==> config.mk <==
export PLATFORM = sky130hd
export DESIGN_NAME = frequency_to_note_cents
export DESIGN_NICKNAME = d
export VERILOG_FILES = /design/src/design/fnc_pkg.sv /design/src/design/frequency_to_note_cents.sv /design/src/design/fnc_log2.sv /design/src/design/fnc_note.sv
export SDC_FILE = /design/constraint.sdc
export NUM_CORES = 2
export LEC_CHECK = 0
export ABC_CLOCK_PERIOD_IN_PS = 9920
export BUFFER_PORTS_ARGS = -buffer_cell sky130_fd_sc_hd__clkbuf_2
export CAP_MARGIN = 20
export CORE_AREA = 2 2 400 402
export CTS_CLUSTER_SIZE = 25
export DETAILED_ROUTE_END_ITERATION = 8
export DIE_AREA = 0 0 402 404
export SLEW_MARGIN = 20
export SYNTH_ARGS = -nofsm -noshare
export SYNTH_HDL_FRONTEND = slang
export SYNTH_HIERARCHICAL = 1
export SYNTH_SLANG_ARGS = --single-unit
==> constraint.sdc <==
create_clock -name i_clk -period 9.92 [get_ports i_clk]
set_clock_uncertainty 0.05 [all_clocks]
set_input_delay 0 -clock i_clk [delete_from_list [all_inputs] [get_ports i_clk]]
set_output_delay 0 -clock i_clk [all_outputs]
set_load 0.03 [all_outputs]
==> src/design/fnc_pkg.sv <==
// Package for frequency_to_note_cents: widths, constants, pipeline enables, log table builder
package fnc_pkg;

    localparam int FREQ_FRAC_BITS        = 8;
    localparam int LOG_TABLE_ENTRIES_DEF = 64;

    localparam int FREQ_W  = 24;
    localparam int A4_W    = 18;
    localparam int LOG_W   = 21;
    localparam int ROM_W   = 17;
    localparam int MIDI_W  = 28;
    localparam int NOTE_W  = 7;
    localparam int CENTS_W = 8;

    localparam logic [A4_W-1:0]   A4_RESET       = 18'd112640;
    localparam logic [FREQ_W-1:0] LOW_FREQ_LIMIT = FREQ_W'(10 << FREQ_FRAC_BITS);

    localparam logic [NOTE_W-1:0] NOTE_MIN  = 7'd21;
    localparam logic [NOTE_W-1:0] NOTE_MAX  = 7'd108;
    localparam logic [6:0]        CENTS_MAX = 7'd99;

    typedef struct packed {
        logic s_norm;
        logic s_lookup;
        logic s_log;
        logic s_midi;
        logic s_mult;
        logic s_out;
    } t_pipe_en;

    // log2(y0 / 2^30) in Q16 by repeated squaring; elaboration only
    function automatic logic [ROM_W-1:0] log_rom_entry(input logic [63:0] y0);
        logic [63:0]      y;
        logic [ROM_W-1:0] acc;
        y   = y0;
        acc = '0;
        for (int b = 15; b >= 0; b--) begin
            y = (y * y) >> 30;
            if (y >= 64'h8000_0000) begin
                acc[b] = 1'b1;
                y      = y >> 1;
            end
        end
        return acc;
    endfunction

endpackage

==> src/design/frequency_to_note_cents.sv <==
// Top level: frequency to nearest equal-tempered note, octave and cents
// Throughput: one transfer per cycle unless the output stalls; each stage holds while the next is full and stalled.
// Pipeline: input reg, normalize, table lookup, interpolate, midi, cents product, output reg.
// Reset clears stage valids and sets the A4 reference to 440 Hz; payload regs are not reset.
module frequency_to_note_cents #(
    parameter int LOG_TABLE_ENTRIES = fnc_pkg::LOG_TABLE_ENTRIES_DEF
) (
    input  logic                        i_clk,
    input  logic                        i_rst_n,
    input  logic                        i_s_axis_tvalid,
    output logic                        o_s_axis_tready,
    input  logic [fnc_pkg::FREQ_W-1:0]  i_s_axis_tdata,  // [23:0] frequency
    output logic                        o_m_axis_tvalid,
    input  logic                        i_m_axis_tready,
    output logic [15:0]                 o_m_axis_tdata,  // [3:0] note_index, [7:4] octave, [15:8] cents
    output logic [0:0]                  o_m_axis_tuser,  // [0] note_valid
    input  logic                        i_cfg_valid,
    output logic                        o_cfg_ready,
    input  logic [fnc_pkg::A4_W-1:0]    i_cfg_data
);
    import fnc_pkg::*;

    localparam int STAGES = 7;

    logic [A4_W-1:0]   r_a4;
    logic [STAGES-1:0] r_vld;
    logic [STAGES-1:0] w_ld;
    logic [FREQ_W-1:0] r_freq;
    logic [FREQ_W-1:0] w_a_eff;
    logic              r_low1;
    logic              r_low2;
    logic              r_low3;
    t_pipe_en          w_en;
    logic [LOG_W-1:0]  w_log_f;
    logic [LOG_W-1:0]  w_log_a;
    logic              w_note_valid;
    logic [3:0]        w_note_index;
    logic [3:0]        w_octave;
    logic [CENTS_W-1:0] w_cents;

    assign o_cfg_ready = 1'b1;

    always_ff @(posedge i_clk) begin
        if (!i_rst_n) begin
            r_a4 <= A4_RESET;
        end else if (i_cfg_valid) begin
            r_a4 <= i_cfg_data;
        end
    end

    always_comb begin
        w_ld[STAGES-1] = !r_vld[STAGES-1] || i_m_axis_tready;
        for (int i = STAGES - 2; i >= 0; i--) begin
            w_ld[i] = !r_vld[i] || w_ld[i+1];
        end
    end

    always_ff @(posedge i_clk) begin
        if (!i_rst_n) begin
            r_vld <= '0;
        end else begin
            if (w_ld[0]) begin
                r_vld[0] <= i_s_axis_tvalid;
            end
            for (int i = 1; i < STAGES; i++) begin
                if (w_ld[i]) begin
                    r_vld[i] <= r_vld[i-1];
                end
            end
        end
    end

    always_ff @(posedge i_clk) begin
        if (w_ld[0]) begin
            r_freq <= i_s_axis_tdata;
        end
        if (w_ld[1]) begin
            r_low1 <= (r_freq < LOW_FREQ_LIMIT);
        end
        if (w_ld[2]) begin
            r_low2 <= r_low1;
        end
        if (w_ld[3]) begin
            r_low3 <= r_low2;
        end
    end

    assign w_a_eff = (r_a4 == '0) ? FREQ_W'(1) : FREQ_W'(r_a4);

    assign w_en.s_norm   = w_ld[1];
    assign w_en.s_lookup = w_ld[2];
    assign w_en.s_log    = w_ld[3];
    assign w_en.s_midi   = w_ld[4];
    assign w_en.s_mult   = w_ld[5];
    assign w_en.s_out    = w_ld[6];

    fnc_log2 #(
        .LOG_TABLE_ENTRIES(LOG_TABLE_ENTRIES)
    ) u_log_f (
        .i_clk (i_clk),
        .i_en  (w_en),
        .i_x   (r_freq),
        .o_log (w_log_f)
    );

    fnc_log2 #(
        .LOG_TABLE_ENTRIES(LOG_TABLE_ENTRIES)
    ) u_log_a (
        .i_clk (i_clk),
        .i_en  (w_en),
        .i_x   (w_a_eff),
        .o_log (w_log_a)
    );

    fnc_note u_note (
        .i_clk        (i_clk),
        .i_en         (w_en),
        .i_log_f      (w_log_f),
        .i_log_a      (w_log_a),
        .i_low        (r_low3),
        .o_note_valid (w_note_valid),
        .o_note_index (w_note_index),
        .o_octave     (w_octave),
        .o_cents      (w_cents)
    );

    assign o_s_axis_tready = w_ld[0];
    assign o_m_axis_tvalid = r_vld[STAGES-1];
    assign o_m_axis_tdata  = {w_cents, w_octave, w_note_index};
    assign o_m_axis_tuser  = w_note_valid;

endmodule

==> src/design/fnc_log2.sv <==
// Three-stage fixed-point log2 (Q16): normalize, table lookup, interpolate
module fnc_log2 #(
    parameter int LOG_TABLE_ENTRIES = fnc_pkg::LOG_TABLE_ENTRIES_DEF
) (
    input  logic                      i_clk,
    input  fnc_pkg::t_pipe_en         i_en,
    input  logic [fnc_pkg::FREQ_W-1:0] i_x,
    output logic [fnc_pkg::LOG_W-1:0]  o_log
);
    import fnc_pkg::*;

    localparam int IDX_W  = $clog2(LOG_TABLE_ENTRIES);
    localparam int ROM_AW = $clog2(LOG_TABLE_ENTRIES + 1);
    localparam int T_W    = 16 + ROM_AW;

    logic [ROM_W-1:0] w_rom [0:LOG_TABLE_ENTRIES];

    genvar g;
    generate
        for (g = 0; g <= LOG_TABLE_ENTRIES; g++) begin : g_rom
            if (g == LOG_TABLE_ENTRIES) begin : g_top
                assign w_rom[g] = ROM_W'(65536);
            end else begin : g_ent
                localparam logic [63:0] LP_Y0 =
                    ((64'(LOG_TABLE_ENTRIES) + 64'(g)) << 30) / 64'(LOG_TABLE_ENTRIES);
                assign w_rom[g] = log_rom_entry(LP_Y0);
            end
        end
    endgenerate

    // stage 1: leading one and mantissa
    logic [4:0]        w_p;
    logic [FREQ_W-1:0] w_norm;
    logic [4:0]        r_p;
    logic [15:0]       r_frac;

    always_comb begin
        w_p = '0;
        for (int i = 0; i < FREQ_W; i++) begin
            if (i_x[i]) begin
                w_p = 5'(i);
            end
        end
        w_norm = i_x << (5'd23 - w_p);
    end

    always_ff @(posedge i_clk) begin
        if (i_en.s_norm) begin
            r_p    <= w_p;
            r_frac <= w_norm[22:7];
        end
    end

    // stage 2: table index and neighbors
    logic [T_W-1:0]    w_t;
    logic [ROM_AW-1:0] w_ilo;
    logic [ROM_AW-1:0] w_ihi;
    logic [ROM_W-1:0]  w_lo;
    logic [ROM_W-1:0]  w_hi;
    logic [4:0]        r_p2;
    logic [ROM_W-1:0]  r_lo;
    logic [ROM_W-1:0]  r_diff;
    logic [15:0]       r_rem;

    always_comb begin
        w_t   = T_W'(r_frac) * T_W'(LOG_TABLE_ENTRIES);
        w_ilo = ROM_AW'(w_t[16 +: IDX_W]);
        w_ihi = w_ilo + ROM_AW'(1);
        w_lo  = w_rom[w_ilo];
        w_hi  = w_rom[w_ihi];
    end

    always_ff @(posedge i_clk) begin
        if (i_en.s_lookup) begin
            r_p2   <= r_p;
            r_lo   <= w_lo;
            r_diff <= w_hi - w_lo;
            r_rem  <= w_t[15:0];
        end
    end

    // stage 3: linear interpolation
    logic [33:0]      w_prod;
    logic [ROM_W-1:0] w_interp;
    logic [LOG_W-1:0] r_log;

    always_comb begin
        w_prod   = 34'(r_diff) * 34'(r_rem);
        w_interp = ROM_W'((w_prod + 34'd32768) >> 16);
    end

    always_ff @(posedge i_clk) begin
        if (i_en.s_log) begin
            r_log <= {r_p2, 16'h0} + LOG_W'(r_lo) + LOG_W'(w_interp);
        end
    end

    assign o_log = r_log;

endmodule

==> src/design/fnc_note.sv <==
// Three-stage note mapper: MIDI value, rounding and cents product, output fields
module fnc_note (
    input  logic                        i_clk,
    input  fnc_pkg::t_pipe_en           i_en,
    input  logic [fnc_pkg::LOG_W-1:0]   i_log_f,
    input  logic [fnc_pkg::LOG_W-1:0]   i_log_a,
    input  logic                        i_low,
    output logic                        o_note_valid,
    output logic [3:0]                  o_note_index,
    output logic [3:0]                  o_octave,
    output logic [fnc_pkg::CENTS_W-1:0] o_cents
);
    import fnc_pkg::*;

    localparam int C_W = 35;
    localparam logic signed [MIDI_W-1:0] MIDI_A4    = MIDI_W'(69 * 65536);
    localparam logic signed [MIDI_W-1:0] MIDI_HALF  = MIDI_W'(32768);
    localparam logic signed [MIDI_W-1:0] MIDI_FLOOR = MIDI_W'(21 * 65536);
    localparam logic [5:0]               RECIP_12   = 6'd43;
    localparam int                       RECIP_SH   = 9;

    // stage 4: midi = 69 + 12 * (log f - log a), Q16
    logic signed [LOG_W:0]    w_d;
    logic signed [MIDI_W-1:0] w_dx;
    logic signed [MIDI_W-1:0] r_midi;
    logic                     r_nv4;

    always_comb begin
        w_d  = $signed({1'b0, i_log_f}) - $signed({1'b0, i_log_a});
        w_dx = MIDI_W'(w_d);
    end

    always_ff @(posedge i_clk) begin
        if (i_en.s_midi) begin
            r_midi <= (w_dx <<< 3) + (w_dx <<< 2) + MIDI_A4;
            r_nv4  <= !i_low;
        end
    end

    // stage 5: nearest note, 100 * residue
    logic signed [MIDI_W-1:0] w_v;
    logic [NOTE_W-1:0]        w_note;
    logic signed [MIDI_W-1:0] w_dm;
    logic signed [C_W-1:0]    w_dmx;
    logic signed [C_W-1:0]    r_c;
    logic [NOTE_W-1:0]        r_note;
    logic                     r_nv5;

    always_comb begin
        w_v = r_midi + MIDI_HALF;
        if (w_v < MIDI_FLOOR) begin
            w_note = NOTE_MIN;
        end else if (w_v[MIDI_W-1:16] > 12'(NOTE_MAX)) begin
            w_note = NOTE_MAX;
        end else begin
            w_note = w_v[16 +: NOTE_W];
        end
        w_dm  = r_midi - $signed(MIDI_W'({w_note, 16'h0}));
        w_dmx = C_W'(w_dm);
    end

    always_ff @(posedge i_clk) begin
        if (i_en.s_mult) begin
            r_c    <= (w_dmx <<< 6) + (w_dmx <<< 5) + (w_dmx <<< 2);
            r_note <= w_note;
            r_nv5  <= r_nv4;
        end
    end

    // stage 6: round cents away from zero, clamp, split note
    logic [C_W-1:0]     w_mag;
    logic [C_W-17:0]    w_cr;
    logic [6:0]         w_cl;
    logic [CENTS_W-1:0] w_cents;
    logic [12:0]        w_qx;
    logic [3:0]         w_q;
    logic [NOTE_W-1:0]  w_rem;
    logic               r_nv;
    logic [3:0]         r_idx;
    logic [3:0]         r_oct;
    logic [CENTS_W-1:0] r_cents;

    always_comb begin
        w_mag   = r_c[C_W-1] ? C_W'(-r_c) : C_W'(r_c);
        w_cr    = (C_W-16)'((w_mag + C_W'(32768)) >> 16);
        w_cl    = (w_cr > (C_W-16)'(CENTS_MAX)) ? CENTS_MAX : w_cr[6:0];
        w_cents = r_c[C_W-1] ? -CENTS_W'(w_cl) : CENTS_W'(w_cl);
        w_qx    = 13'(r_note) * 13'(RECIP_12);
        w_q     = w_qx[RECIP_SH +: 4];
        w_rem   = r_note - NOTE_W'(w_q) * NOTE_W'(12);
    end

    always_ff @(posedge i_clk) begin
        if (i_en.s_out) begin
            r_nv    <= r_nv5;
            r_idx   <= r_nv5 ? w_rem[3:0] : 4'd0;
            r_oct   <= r_nv5 ? (w_q - 4'd1) : 4'd0;
            r_cents <= r_nv5 ? w_cents : '0;
        end
    end

    assign o_note_valid = r_nv;
    assign o_note_index = r_idx;
    assign o_octave     = r_oct;
    assign o_cents      = r_cents;

endmodule

# [Word-level counts from Yosys, hierarchy flattened]
# Memory sizes are Yosys's and may differ from the RTL's.
# Index checks and enable logic that the tools add are counted.
[op_classes] add_sub_neg=24 mul=4 order_cmp=8 shifts=2 muxes=60 bitwise=4 n_reduce_logical=17
[op_table] op="5-bit two-way mux" n=44
[op_table] op="17-bit two-way mux" n=8
[op_table] op="21-bit by 17-bit adder with 21-bit output" n=4
[op_table] op="33-bit by 16-bit adder with 33-bit output (second input constant)" n=2
[op_table] op="17-bit by 10-bit multiplier with 27-bit output" n=2
[op_table] op="34-bit by 33-bit adder with 35-bit output" n=1
[op_table] op="35-bit by 16-bit adder with 35-bit output (second input constant)" n=1
[op_table] op="35-bit by 30-bit adder with 35-bit output" n=1
[op_table] op="35-bit two-way mux" n=1
[op_table] op="35-bit negator" n=1
[op_table] op="17-bit subtractor" n=2
[op_table] op="8-bit greater-or-equal comparator (second input constant)" n=4
[op_table] op="28-bit by 17-bit adder with 28-bit output (second input constant)" n=1
[op_table] op="28-bit by 24-bit adder with 28-bit output (second input constant)" n=1
[op_table] op="28-bit by 22-bit less-than comparator with 1-bit output (second input constant)" n=1
[op_table] op="7-bit two-way mux" n=4
[op_table] op="28-bit by 24-bit subtractor with 28-bit output" n=1
[op_table] op="25-bit by 24-bit adder with 26-bit output" n=1
[op_table] op="24-bit by 12-bit less-than comparator with 1-bit output (second input constant)" n=1
[op_table] op="24-bit by 5-bit << shifter with 23-bit output" n=1
[op_table] op="18-bit by 5-bit << shifter with 23-bit output" n=1
[op_table] op="21-bit by 21-bit subtractor with 22-bit output" n=1
[op_table] op="19-bit by 7-bit > comparator with 1-bit output (second input constant)" n=1
[op_table] op="18-bit zero test" n=1
[op_table] op="other kinds (15)" n=33
[word_totals] ff_bits=323 romBits=8704 inputBits=47 n_memories=4
[memory_table] name="(name not given)" depth=128 width=17 read_ports=1 rd_ports_with_merged_regs=0 write_ports=0 line="fnc_log2.sv:69" rtl="w_lo = w_rom[w_ilo];"
[memory_table] name="(name not given)" depth=128 width=17 read_ports=1 rd_ports_with_merged_regs=0 write_ports=0 line="fnc_log2.sv:70" rtl="w_hi = w_rom[w_ihi];"
[memory_table] name="(name not given)" depth=128 width=17 read_ports=1 rd_ports_with_merged_regs=0 write_ports=0 line="fnc_log2.sv:69"
[memory_table] name="(name not given)" depth=128 width=17 read_ports=1 rd_ports_with_merged_regs=0 write_ports=0 line="fnc_log2.sv:70"

# [Logic depth before layout (Yosys ltp)]
[logic_depth] depth_word=27 depth_mapped=35

# [Modules after synthesis]
# Netlist, hierarchy kept.
[modules_own_cells] mod="fnc_log2 at u_log_f" n_inst=1 cells_each=1668 area_each_um2=14061.0 seq_area_each_um2=2702.6
[modules_own_cells] mod="fnc_log2 at u_log_a" n_inst=1 cells_each=1712 area_each_um2=14004.7 seq_area_each_um2=2702.6
[modules_own_cells] mod="fnc_note" n_inst=1 cells_each=1006 area_each_um2=9313.9 seq_area_each_um2=2462.4
[modules_own_cells] mod="frequency_to_note_cents" n_inst=1 cells_each=148 area_each_um2=1913.1 seq_area_each_um2=1311.3

# [Worst setup path after synthesis]
# OpenSTA, ideal clock, no wires.
[synth_path] path_type="register to register" startpoint="register u_log_a.r_rem[9]" endpoint="register u_log_a.r_log[19] (netlist: u_log_a/o_log[19]) (data pin)" setup_time_ns=0.260 arrival_time_ns=7.751 required_ns=9.610 path_slack_ns=1.859 stages_incl_launch_ff=31 path_cell_list="edfxtp_1 > clkbuf_1 > clkbuf_1 > nand2_1 > fa_1 > inv_1 > fa_1 > inv_1 > fa_1 > inv_1 > fa_1 > fa_1 > ha_1 > a21oi_1 > o21ai_1 > a21oi_1 > a21oi_1 > nor4b_4 > or4b_1 > or3_1 > nand3_1 > xor2_1 > ha_1 > and3_1 > a21oi_1 > o21ai_1 > or4b_2 > a41o_1 > a21oi_1 > nor2_1 > xor2_1"
[synth_via] elab_chain_cells=3
[synth_lines] element="start, declared" line="fnc_log2.sv:63" rtl="logic [15:0] r_rem;"
[synth_lines] element="start signal, assigned" line="fnc_log2.sv:78" rtl="r_rem <= w_t[15:0];"
[synth_lines] element="17-bit by 10-bit multiplier with 27-bit output" line="fnc_log2.sv:88" rtl="w_prod = 34'(r_diff) * 34'(r_rem);"
[synth_lines] element="33-bit by 16-bit adder with 33-bit output" line="fnc_log2.sv:89" rtl="w_interp = ROM_W'((w_prod + 34'd32768) >> 16);"
[synth_lines] element="21-bit by 17-bit adder with 21-bit output" line="fnc_log2.sv:94" rtl="r_log <= {r_p2, 16'h0} + LOG_W'(r_lo) + LOG_W'(w_interp);"
[synth_lines] element="end signal, assigned" line="fnc_log2.sv:94"
[synth_lines] element="end, declared" line="fnc_log2.sv:85" rtl="logic [LOG_W-1:0] r_log;"
# No other way between the ends.
# A chain may end at the register's enable or synchronous reset.

# [Worst setup path after layout]
[layout_path] startpoint="register u_log_a.r_rem[9]" endpoint="register u_log_a.r_log[20] (netlist: u_log_a/o_log[20]) (data pin)"
# The elaborated chain is that of the path after synthesis.

==> results by group <==
STA
  • Minimum clock period after layout: 8.80 ns
  • Worst Tran Pin Value: between 1 and 1.5 ns
  • RSZ-0062 raised after global routing: no
  • Pins Over Slew Limit: 0
  • Count of final setup violators: 0
  • Period utilisation layout: 0.887
  • Fmax: roughly 0.11 GHz
  • Setup TNS: 0 ns
  • Final hold vios: 0
  • Slew HR: 0.227

Logic synthesis
  • Synthesized cell area: 0.0393 mm2
  • Seq cells post-synth: 314
  • Top_reg_cell synth: edfxtp_1
  • Synth cell types: 122
  • Most common cell in the netlist: nand2_1
  • Most instantiated cells after synthesis: 484 x nand2_1, 471 x inv_1, 367 x ha_1
  • Post-synthesis sequential area ratio: 0.234
  • Post-synth top area cell: edfxtp_1
  • Post-synth EDFFs: 289
  • Top-area cell type share of the netlist area: 0.221
  • Syn avg cell area: 8.67 um2
  • FFs w/ async S/R, synth: 0
  • Syn Inst Count: 4534
  • Synth warn: 6
  • Synth top area cells: edfxtp_1 22%, fa_1 14%, ha_1 12%

Drt
  • Wire per inst: 15.5 um
  • Initial DRC Count: 2756
  • Final wirelength: 103000 um
  • Post-route ant nets: 0
  • Vias/cell: 4.87
  • DR pass1 iterations: 6
  • Routed via count: 32.3k
  • Drt drc: 0

CTS
  • Clock sinks: 314
  • Post_cts resized: 0
  • Longest Clk Path Bufs: 3
  • Clock transition at path regs: about 0.06 ns
  • TritonCTS clock tree: done
  • Clk Latency, worst-skew pair: ~0.61 ns
  • Maximum level of the CTS H-tree: 2
  • Root Buffer: clkbuf_16
  • Num CTS Buffers: 41

Setup path
  • Worst setup EP type: register
  • WS Path Type: register to register
  • CP bufs+invs: 4
  • Worst-path fanout max: 17
  • Req. time, crit path: 10.21 ns
  • Startpoint Class: register
  • Critical path's slowest cell: edfxtp_1
  • Crit path max-delay family: adder cells
  • Slowest Stage Delay on Critical Path: 0.78 ns
  • CP arrival: 9.10 ns

Finish
  • Synth-to-layout area growth: 11.6%
  • Share of layout cells above drive strength 1: 0.0568
  • # fillers: 16.8k
  • Area of the multi-input gates: about 0.027 mm2
  • N_diodes: 0
  • Register Area: around 0.009 mm2
  • Final nets: between 5k and 6k

Floorplanning
  • Die width: around 400 um
  • Core ar.: approximately 0.16 mm2
  • Starting density of the core: 0.249
  • Die height: 404 um
  • Rows: 146
  • # IOs: between 60 and 70
  • Die area: 0.162 mm2

Global route
  • Overall Global Routing Usage: 0.125
  • Largest net degree at the start of global routing: 69
  • First-pass GRT wire length: 168000 um
  • Initial antenna violation count: 0
  • Total grt overflow: 0
  • Vias in the first global route: 31.8k

Outcome
  • Status: completed

Placed design
  • Dpl hpwl: 77400 um
  • Buffers on Ports: 65
  • Gpl congestion: 0.896

Worst hold path
  • Class of the worst hold path: primary input to register

Flow run
  • Max_cap viols: 0
[registers in the layout (all words and copies together), names as in the netlist, 16 cells and up]
| signal | cells |
|---|---|
| r_a4 | 18 |
| u_log_a/r_diff | 17 |
| u_log_f/r_diff | 17 |
| u_note/r_c | 31 |
| u_note/r_midi | 25 |
| u_log_f/o_log | 21 |
| r_freq | 24 |
| u_log_a/r_frac | 16 |
| u_log_a/o_log | 21 |
| u_log_f/r_lo | 16 |
| u_log_a/r_lo | 16 |
| u_log_f/r_frac | 16 |
[cell usage in the layout, fill, tap and decap left out, types with 26 or more instances in the layout]
cell	n
a21oi_1	245
conb_1	31
nand2b_1	26
and2_1	171
o21bai_1	27
a31oi_1	37
and3_1	29
nor2b_1	64
o21a_1	35
o21ai_0	251
edfxtp_1	289
inv_1	469
clkbuf_16	42
o211ai_1	49
or3_1	28
dlygate4sd3_1	79
nand2_1	484
buf_4	46
xor2_1	74
clkbuf_2	65
nor2_1	326
mux2i_1	124
nand3_1	91
a211oi_1	65
ha_1	367
xnor2_1	165
nor4_1	28
fa_1	266
a21o_1	56
nor3_1	95
[through the flow]
step / cell area, um2 / hold slack (ns) / util / std cells / setup slack (ns)
final: 43800 / 0.0685 / 0.278 / 6634 / 1.12
after detailed placement: 41700 / 0.131 / 0.264 / 6482 / 1.20
after floorplan: 39400 / 0.0489 / - / 4563 / 1.86
after CTS: 43800 / 0.0163 / 0.278 / 6634 / 1.17
after global routing: 43800 / 0.0440 / 0.278 / 6634 / 0.467
after global placement: 41700 / 0.130 / 0.264 / 6482 / 1.27
[metal layers]
metal / share of wire / wire length (um) / vias to the layer above / GRT usage
li1: - / - / 15800 / -
met4: 0.039 / 3960 / 0 / 0.0495
met1: 0.46 / 46900 / 15400 / 0.169
met2: 0.45 / 45800 / 982 / 0.198
met3: 0.059 / 6100 / 208 / 0.0196
met5: 0 / 0 / - / 0
[final cells by class]
class                      count  area share
multi-input combinational   3506       0.626
sequential                   314       0.209
tap                         2072      0.0591
inverter                     479      0.0411
timing repair buffer         190      0.0333
clock buffer                  54      0.0257
clock inverter                19     0.00488
[path summary, 6_finish.rpt]
check / start / end / slack (ns) / depth (start not counted)
max: u_log_a/r_rem[9]$_DFFE_PP_ / u_log_a/o_log[20]$_DFFE_PP_ / 1.12 / 29
min: i_s_axis_tdata[1] / r_freq[1]$_DFFE_PP_ / 0.07 / 2
max reg2reg: u_log_a/r_rem[9]$_DFFE_PP_ / u_log_a/o_log[20]$_DFFE_PP_ / 1.12 / 29
min reg2reg: u_log_f/r_frac[8]$_SDFFCE_PN0P_ / u_log_f/r_rem[14]$_DFFE_PP_ / 0.36 / 0
[what timing repair did]
item                                   4_1_cts  5_1_grt
buffers inserted                             0        0
endpoints found under the hold margin       49        0
hold buffers                                79        0
[logic make-up after synthesis]
kind of cell	Yosys count	share of synthesized area
other	2	0.000191
AO/OA/AOI/OAI	1025	0.173
adder cells (fa/ha/maj)	633	0.252
flip-flops	314	0.234
AND/OR/NAND/NOR	1430	0.176
buffers and inverters	743	0.0724
XOR/XNOR	246	0.0548
multiplexers	141	0.0379
Power is left out: the tool's default activity adds up to more than one toggle a clock period on the data nets, which glitch-free logic cannot reach.
